==> config.mk <==
export PLATFORM = sky130hd
export DESIGN_NAME = twvg_queue
export DESIGN_NICKNAME = d
export VERILOG_FILES = /design/src/rtl/twvg_pkg.sv /design/src/rtl/twvg_queue.sv
export SDC_FILE = /design/constraint.sdc
export NUM_CORES = 1
export LEC_CHECK = 0
export ABC_AREA = 1
export BUFFER_PORTS_ARGS = -buffer_cell sky130_fd_sc_hd__buf_2
export CAP_MARGIN = 20
export CORE_UTILIZATION = 45
export CTS_CLUSTER_SIZE = 40
export DETAILED_ROUTE_END_ITERATION = 7
export SLEW_MARGIN = 10
export SYNTH_ARGS = -nofsm -noshare
export SYNTH_HDL_FRONTEND = slang
export SYNTH_SLANG_ARGS = --single-unit
==> constraint.sdc <==
create_clock -name i_clk -period 2.85 [get_ports i_clk]
set_clock_uncertainty 0.2 [all_clocks]
set_input_delay 0.285 -clock i_clk [delete_from_list [all_inputs] [get_ports i_clk]]
set_output_delay 0.285 -clock i_clk [all_outputs]
set_load 0.01 [all_outputs]
==> src/rtl/twvg_pkg.sv <==
// ----------------------------------------------------------------------------
// twvg_pkg: shared types and arithmetic helpers of the torus vertex generator
// Configuration, queue item and status types; divider step and Q1.14 rounding.
// ----------------------------------------------------------------------------
package twvg_pkg;

    localparam int MAX_RINGS    = 256;
    localparam int MAX_SEGMENTS = 256;
    localparam int Q_DEPTH      = 4;
    localparam int Q_AW         = 2;

    // quarter-wave polynomial coefficients
    localparam logic [14:0] SIN_A = 15'd25718;
    localparam logic [13:0] SIN_B = 14'd10476;
    localparam logic [10:0] SIN_C = 11'd1142;

    typedef enum logic [1:0] {
        REG_MAJOR_RADIUS  = 2'd0,
        REG_MINOR_RADIUS  = 2'd1,
        REG_RING_COUNT    = 2'd2,
        REG_SEGMENT_COUNT = 2'd3
    } t_reg_idx;

    typedef struct packed {
        logic [15:0] major;
        logic [15:0] minor;
        logic [8:0]  rings;
        logic [8:0]  segs;
    } t_cfg;

    typedef struct packed {
        logic        err;
        logic [7:0]  ring;
        logic [7:0]  seg;
        logic [15:0] vidx;
        logic [15:0] rnb;
        logic [15:0] snb;
    } t_item;

    typedef struct packed {
        logic full;
        logic empty;
    } t_q_stat;

    // four restoring-division steps: returns {remainder, quotient}
    function automatic logic [24:0] div_step4(input logic [8:0] rem_i,
                                              input logic [15:0] quo_i,
                                              input logic [8:0] den);
        logic [9:0]  t;
        logic [8:0]  rem;
        logic [15:0] quo;
        rem = rem_i;
        quo = quo_i;
        for (int k = 0; k < 4; k++) begin
            t = {rem, 1'b0};
            if (t >= {1'b0, den}) begin
                rem = 9'(t - {1'b0, den});
                quo = {quo[14:0], 1'b1};
            end else begin
                rem = t[8:0];
                quo = {quo[14:0], 1'b0};
            end
        end
        return {rem, quo};
    endfunction

    // drop 14 fraction bits, round half up, clamp to the coordinate range
    function automatic logic signed [17:0] round_q14(input logic signed [34:0] v);
        logic signed [35:0] x;
        logic signed [21:0] s;
        x = {v[34], v} + 36'sd8192;
        s = x[35:14];
        if (s > 22'sd131071) begin
            return 18'sd131071;
        end else if (s < -22'sd131071) begin
            return -18'sd131071;
        end
        return s[17:0];
    endfunction

endpackage

==> src/rtl/twvg_queue.sv <==
// ----------------------------------------------------------------------------
// twvg_queue: short request queue
// Decouples the intake from the geometry pipeline.
// ----------------------------------------------------------------------------
module twvg_queue
    import twvg_pkg::*;
(
    input  logic    i_clk,
    input  logic    i_rst_n,
    input  logic    i_push,
    input  t_item   i_item,
    input  logic    i_pop,
    output t_item   o_item,
    output t_q_stat o_stat
);

    t_item           r_mem [Q_DEPTH];
    logic [Q_AW-1:0] r_wp;
    logic [Q_AW-1:0] r_rp;
    logic [Q_AW:0]   r_cnt;

    assign o_item       = r_mem[r_rp];
    assign o_stat.full  = (r_cnt == (Q_AW+1)'(Q_DEPTH));
    assign o_stat.empty = (r_cnt == '0);

    always_ff @(posedge i_clk) begin
        if (!i_rst_n) begin
            r_wp  <= '0;
            r_rp  <= '0;
            r_cnt <= '0;
        end else begin
            if (i_push) begin
                r_wp <= r_wp + 1'b1;
            end
            if (i_pop) begin
                r_rp <= r_rp + 1'b1;
            end
            if (i_push && !i_pop) begin
                r_cnt <= r_cnt + 1'b1;
            end else if (i_pop && !i_push) begin
                r_cnt <= r_cnt - 1'b1;
            end
        end
        if (i_push) begin
            r_mem[r_wp] <= i_item;
        end
    end

endmodule

==> reports/metrics.cfg <==
[status]
status=completed

[finish]
design_area_um2=12940
stdcell_count=1201
area_growth_pct=24.49
drive_gt1_frac=0.2699
nets=968

[pwr]
clockPowerShare=0.391
power_density_nw_per_um2=696.7
intPower_mw=6.968
swShare=0.2271
comb_power_share=0.102
power.share.sequential=0.507
p_leak_nw=4.581
peakVddDrop_mv=0.4892
total_power_mw=9.016
power_switching_mw=2.048

[yosys]
synth_nets=762
synth_area_leader_cell=edfxtp_1
synth_area_leaders=edfxtp_1 (75%), o21ai_0 (4.6%), nor2_1 (4.2%)
synth_edf_count=260
synthCells=687
netlist.area_leader.share=0.7511
ys_seq_area_frac=0.7684
synth_top_family_by_area=compound AO/OA/AOI/OAI gates
yosysMostFrequentCell=edfxtp_1
synth_ff_type=edfxtp_1
yosysUniqueCellTypes=24
synth_common_cells=edfxtp_1 (260), nor2_1 (115), o21ai_0 (96), o22ai_1 (45), o21ai_1 (35)
yosys_warnings=0
syn_area_um2=10390
synth_xor_area_frac=0
synthArstFlopShare=0
synthMuxAreaShare=0
ys_ff_latch=269
synth-simple-area-share=0.06849
syn_area_per_cell_um2=15.13
synth_compound_area_frac=0.1204
synthAdderAreaFrac=0.007944

[sta]
grt_setup_unrepaired=no
timing.setup.tns_ns=0
finalCritPeriodShare=0.9253
max_freq_ghz=0.3792
finalHoldViolCount=0
hold-worst-slack_ns=0.2330
fin_crit_ns=2.637
setup_viol=0
slew_viol_final=0
tightest_slew_ns=0.5954
relSlewSlack=0.6031

[grt]
gr-total-overflow=0
grt_pass1_wl_um=34740
grt_max_degree=131
antenna_found_initial=1
grt_pass1_vias=6646
grt_usage=0.1879

[floorplan]
dieHeight_um=154.0
core_region_area_um2=22640
start_util=0.4591
io-pin-count=136
die_x_um=154.0
die_area_um2=23710
rows=55

[routing]
ant_nets=0
first_pass_iters=7
wl_per_cell_um=18.53
wl_um=22260
vias_per_cell=5.314
dr_total_vias=6382
drc=0
drt_iter0_drc=423

[worst_setup_path]
path_class=register to output pin
critical_path_arrival_ns=2.15
ff2ff_setup_slack_ns=0.77
cp-start-kind=register
worst_setup_path_end_kind=output pin
crit_required_ns=2.37
cp_max_fo=70

[clocking]
clock_latency_ns=0.52
cts_tree=done
clockBufferDepth=3
cts_made_buffers=28
cts_setup_buffers=0
clock_sinks=269
cts-htree-levels=1
postCtsHoldBufs=68
root_buffer=clkbuf_16
cts.repair.resized=0
clkTransAtPathRegs_ns=0.06

[placed_design]
place_area_um2=11340
dp_cells=1080
hpwl_um=12440
io_buffers=135
gp_congestion=0.7555

[worst_hold_path]
hold_class=register to register

[flow_run]
max_cap_viol_count=0

==> area by class of cell <==
cell class                 instances  area [µm²]
fill                            1749        9699
antenna                            1       2.502
sequential                       269        7993
clock inverter                    13       88.84
inverter                          17       73.82
tap                              285       356.6
multi-input combinational        359        2046
clock buffer                      39       824.5
timing repair buffer             218        1556
==> power groups by stage <==
stage	Clock (mW)	Sequential, mW	Combinational [mW]
2_1_floorplan	0	4.64	0.507
3_3_place_gp	0	4.64	0.827
3_5_place_dp	0	4.65	0.855
4_1_cts	3.60	4.57	0.933
5_1_grt	3.75	4.58	1.01
6_report	3.53	4.57	0.920
==> worst max-delay path, cell delays in order, from the launching register on <==
cell,delay (ns)
dfxtp_4,0.37
inv_6,0.43
buf_12,0.31
o21ai_0,0.14
o22ai_2,0.18
buf_2,0.16
==> cells by family after synthesis <==
family | Yosys count
buffers and inverters | 59
adders and majority gates | 6
DFF | 269
AOI/OAI and AO/OA | 205
and+or+nand+nor | 148
==> metrics by stage <==
step / util / setup WS, ns
after global routing: 0.5716 / 0.09197
after CTS: 0.5715 / 0.1911
final: 0.5716 / 0.2129
after detailed placement: 0.5011 / 0.7335
after global placement: 0.5011 / 0.7841
after floorplan: - / 0.3792
==> routing by layer <==
layer | GRT usage | up-vias | wire, µm
met5 | 0 | - | 0
met4 | 0.05952 | 0 | 484
met3 | 0.02762 | 37 | 1153
met2 | 0.3368 | 168 | 11210
met1 | 0.2341 | 3178 | 9409
li1 | - | 2999 | -
==> state kept, by name, indices dropped and copies added, names as in the netlist, named ones only <==
name and flops:
r_rp 2, r_mem 260, r_cnt 3, r_wp 2
==> cell usage in the layout, fill, tap and decap left out, types with 8 or more instances in the layout <==
cell type	instances
o22ai_1	45
nor2_4	20
edfxtp_1	260
clkbuf_16	30
o21ai_1	35
nand2_1	9
dlygate4sd3_1	68
o22ai_2	20
inv_1	11
nor2_1	115
o21ai_0	96
buf_2	135
clkinv_2	12
buf_4	8
==> worst paths after layout <==
check	from	to	depth (start not counted)
setup / recovery	register	o_item[55]	5
hold / removal	r_rp[1]	register	1
setup reg to reg	r_wp[0]	r_mem[0][0]	5
hold reg to reg	r_rp[1]	register	1
Power figures use the tool's default switching activity.
