===== src/rtl/twvg_pkg.sv =====
// ----------------------------------------------------------------------------
// twvg_pkg: shared types and arithmetic helpers of the torus vertex generator
// Configuration, queue item and status types; divider step and Q1.14 rounding.
// ----------------------------------------------------------------------------
package twvg_pkg;

    localparam int MAX_RINGS    = 256;
    localparam int MAX_SEGMENTS = 256;
    localparam int Q_DEPTH      = 4;
    localparam int Q_AW         = 2;

    // quarter-wave polynomial coefficients
    localparam logic [14:0] SIN_A = 15'd25718;
    localparam logic [13:0] SIN_B = 14'd10476;
    localparam logic [10:0] SIN_C = 11'd1142;

    typedef enum logic [1:0] {
        REG_MAJOR_RADIUS  = 2'd0,
        REG_MINOR_RADIUS  = 2'd1,
        REG_RING_COUNT    = 2'd2,
        REG_SEGMENT_COUNT = 2'd3
    } t_reg_idx;

    typedef struct packed {
        logic [15:0] major;
        logic [15:0] minor;
        logic [8:0]  rings;
        logic [8:0]  segs;
    } t_cfg;

    typedef struct packed {
        logic        err;
        logic [7:0]  ring;
        logic [7:0]  seg;
        logic [15:0] vidx;
        logic [15:0] rnb;
        logic [15:0] snb;
    } t_item;

    typedef struct packed {
        logic full;
        logic empty;
    } t_q_stat;

    // four restoring-division steps: returns {remainder, quotient}
    function automatic logic [24:0] div_step4(input logic [8:0] rem_i,
                                              input logic [15:0] quo_i,
                                              input logic [8:0] den);
        logic [9:0]  t;
        logic [8:0]  rem;
        logic [15:0] quo;
        rem = rem_i;
        quo = quo_i;
        for (int k = 0; k < 4; k++) begin
            t = {rem, 1'b0};
            if (t >= {1'b0, den}) begin
                rem = 9'(t - {1'b0, den});
                quo = {quo[14:0], 1'b1};
            end else begin
                rem = t[8:0];
                quo = {quo[14:0], 1'b0};
            end
        end
        return {rem, quo};
    endfunction

    // drop 14 fraction bits, round half up, clamp to the coordinate range
    function automatic logic signed [17:0] round_q14(input logic signed [34:0] v);
        logic signed [35:0] x;
        logic signed [21:0] s;
        x = {v[34], v} + 36'sd8192;
        s = x[35:14];
        if (s > 22'sd131071) begin
            return 18'sd131071;
        end else if (s < -22'sd131071) begin
            return -18'sd131071;
        end
        return s[17:0];
    endfunction

endpackage


===== src/rtl/twvg_front.sv =====
// ----------------------------------------------------------------------------
// twvg_front: request intake
// Registers a request, checks its indices and forms the three vertex indices.
// ----------------------------------------------------------------------------
module twvg_front
    import twvg_pkg::*;
(
    input  logic        i_clk,
    input  logic        i_rst_n,
    input  t_cfg        i_cfg,
    input  logic        i_valid,
    output logic        o_ready,
    input  logic [7:0]  i_ring,
    input  logic [7:0]  i_seg,
    input  logic        i_full,
    output logic        o_push,
    output t_item       o_item
);

    logic       r_vld;
    logic [7:0] r_ring;
    logic [7:0] r_seg;

    logic        err;
    logic [8:0]  nring;
    logic [8:0]  nseg;
    logic [16:0] prod_v;
    logic [17:0] prod_r;

    assign o_ready = !r_vld || !i_full;
    assign o_push  = r_vld && !i_full;

    always_ff @(posedge i_clk) begin
        if (!i_rst_n) begin
            r_vld <= 1'b0;
        end else if (o_ready) begin
            r_vld <= i_valid;
        end
        if (o_ready && i_valid) begin
            r_ring <= i_ring;
            r_seg  <= i_seg;
        end
    end

    always_comb begin
        err = ({1'b0, r_ring} >= i_cfg.rings) || ({1'b0, r_seg} >= i_cfg.segs)
              || (int'(i_cfg.rings) > MAX_RINGS) || (int'(i_cfg.segs) > MAX_SEGMENTS);
        nring  = (9'({1'b0, r_ring} + 9'd1) >= i_cfg.rings) ? 9'd0
                                                             : 9'({1'b0, r_ring} + 9'd1);
        nseg   = (9'({1'b0, r_seg} + 9'd1) >= i_cfg.segs) ? 9'd0
                                                            : 9'({1'b0, r_seg} + 9'd1);
        prod_v = r_ring * i_cfg.segs;
        prod_r = nring * i_cfg.segs;
        o_item.err  = err;
        o_item.ring = r_ring;
        o_item.seg  = r_seg;
        o_item.vidx = 16'(prod_v + 17'(r_seg));
        o_item.rnb  = 16'(prod_r + 18'(r_seg));
        o_item.snb  = 16'(prod_v + 17'(nseg));
    end

endmodule


===== config.mk =====
export PLATFORM = sky130hd
export DESIGN_NAME = twvg_front
export DESIGN_NICKNAME = d
export VERILOG_FILES = /design/src/rtl/twvg_pkg.sv /design/src/rtl/twvg_front.sv
export SDC_FILE = /design/constraint.sdc
export NUM_CORES = 1
export LEC_CHECK = 0
export ABC_CLOCK_PERIOD_IN_PS = 8600
export BUFFER_PORTS_ARGS = -buffer_cell sky130_fd_sc_hd__buf_2
export CAP_MARGIN = 20
export CORE_MARGIN = 2
export CORE_UTILIZATION = 43
export DETAILED_ROUTE_END_ITERATION = 12
export MAX_ROUTING_LAYER = met4
export PLACE_DENSITY_LB_ADDON = 0.25
export SYNTH_ARGS = -nofsm -noshare
export SYNTH_HDL_FRONTEND = slang
export SYNTH_SLANG_ARGS = --single-unit

===== constraint.sdc =====
create_clock -name i_clk -period 8.6 [get_ports i_clk]
set_input_delay 0.43 -clock i_clk [delete_from_list [all_inputs] [get_ports i_clk]]
set_output_delay 0.43 -clock i_clk [all_outputs]
set_load 0.01 [all_outputs]

==> metrics.txt <==
Initial Util=43.9%; vias in the first global route=6028; layout cells sized above 1=15.7%; Synth Flop Type=edfxtp_1; Critical Path RT=8.17 ns; area delta synth->final=11.6%; setup bufs post-CTS=0; sequential fraction of the synthesis area=6.62%; WHS Path Cells=1; setup TNS=0 ns; Die W=137 um; net count after synthesis=1162; cell count along the critical path=31; outcome=finished clean; CP Buf/Inv Count=8; Die ar.=18700 sq um; Final Max Slew Viols=0; height of the die=137 um; distinct cell type count after synthesis=54; crit end category=primary output; Critical Path AT=7.60 ns; Commonest cells post-synth=133 x ha_1, 131 x inv_1, 96 x fa_1; CTS Hold Bufs=0; Fin Clk Skew=0.00413 ns; synthesized flop and latch total=17; grt total ovfl=0; DRT antenna net count=0; pwr/cell area=340 nW/um^2; register clock-pin slew on the reported worst setup and hold paths=0.06 ns; CTS tree=yes; EDFF count, synth=16; Post-synth ARST share=0%; all-layer global routing usage=19.7%; upper clock frequency limit=125 MHz; Rows=48; most frequent cell on the critical path=inv_1; total clock sinks=17; # resized after CTS=0; total wire length=17300 um; Pleak=4.35 nW; slew margin rel.=36.4%; # IOs=137; CP max-delay cell=edfxtp_1; HPWL Detailed=14200 um; final setup vio count=0; RSZ-0062 raised after global routing=false; CP max stage delay=0.61 ns; Synth area leaders=fa_1 25%, ha_1 22%, inv_1 6.5%; Inst Count DP=1180; Synth top area share=25.4%; DRT Pass-1 Iters=5; Reg2Reg Depth=2; n_diodes=0; worst slew pin tran=0.954 ns; Crit Path Class=flip-flop to primary output; CP Max Fanout=31; initial drt markers=331; layout net count=1259; port bufs=104; clock root buffer=clkbuf_16; HP Class=input pin to flip-flop; clock buffer depth=2; antenna violations before repair=0; syn avg cell area=8.76 sq um; hold path startpoint=i_ring[1]; Synth Cell Area=7560 sq um; worst-skew pair later-pin latency=0.26 ns; cell taking the most area after synthesis=fa_1; Setup WS pre-CTS=0.874 ns; DR DRC count=0; Final GP Congestion=0.867; most instantiated library cell after synthesis=ha_1; htree depth=1; Final Hold Vio Count=0; max cap viols=0; cell family with most CP delay=adder cells; first-pass GRT wire length=28800 um; Vias/cell=5.18; core area=17200 sq um; worst vdd ir=290 uV; Yosys warnings=0; startpoint types=flip-flop; DR WL/cell=14.6 um; fin crit period=8.03 ns; routed vias=6133; RR Startpoint=r_vld; pin count of the biggest net entering global routing=32; number of CTS-inserted buffers=3; final cell count without fillers=1184; Final Cycle Share=93.4%; Gate Count Post-Synth=863; final worst setup slack=0.569 ns; CP Launch Point=r_ring[0]
path summary, 6_finish.rpt:
kind / to / slack (ns)
worst min register to register: r_vld / 0.55
worst min-delay path: r_ring[1] / 0.34
worst max register to register: r_seg[5] / 7.06
worst max-delay path: o_item[30] / 0.57
layout make-up:
cell class | count | area, sq um
Sequential cell | 17 | 500
Timing Repair Buffer | 116 | 611
Inverter | 135 | 507
Fill cell | 1684 | 8800
Clock buffer | 4 | 78.8
Multi-Input combinational cell | 687 | 6460
Tap cell | 225 | 282
worst register-to-register path: stages, from the launching register on:
cell     delay (ns)
dfxtp_1        0.32
nand2_1        0.07
and2_1         0.76
state kept, by name, summed over array words and instances, names as in the netlist:
signal,cells
r_seg,8
r_ring,8
r_vld,1
cell usage in the layout, fill, tap and decap left out, types with 17 or more instances in the layout:
cell / count
a21oi_1: 26
nor3_1: 38
ha_1: 133
inv_1: 131
nor2_1: 34
nand2_1: 83
xnor2_1: 49
buf_2: 104
fa_1: 96
xor2_1: 17
and2_1: 55
routing by layer:
layer | part of all wire (%) | routed length [um] | vias up | GRT usage [%]
li1 | - | - | 3022 | -
met1 | 48 | 8280 | 2938 | 27.3
met2 | 46 | 7970 | 161 | 32.1
met3 | 5.3 | 920 | 12 | 2.44
met4 | 0.53 | 91 | 0 | 1.79
met5 | 0 | 0 | - | -
where the power goes:
group / internal (mW) / switching (mW)
clock: 0.0633 / 0.0367
sequential: 0.0969 / 0.0132
combinational: 1.20 / 1.46
cell families (layout without fill, tap and decap cells):
family | after synthesis | after routing | share of synthesized area, %
xor+xnor | 70 | 70 | 8.80
compound gates | 116 | 116 | 10.6
flops | 17 | 17 | 6.62
simple gates | 272 | 272 | 18.6
fa+ha+maj | 229 | 229 | 47.4
buf+inv | 159 | 255 | 8.01
through the flow:
stage / hold slack (ns) / utilization, % / total power [mW] / cell area (sq um)
finish: 0.342 / 49.0 / 2.87 / 8440
global route: 0.339 / 49.0 / 3.21 / 8440
CTS: 0.340 / 49.0 / 2.91 / 8440
detailed placement: 0.535 / 48.5 / 2.79 / 8360
global placement: 0.511 / 48.5 / 2.77 / 8360
floorplan: 0.487 / - / 2.09 / 7560
Note: power is estimated with default switching activity, not from simulation.
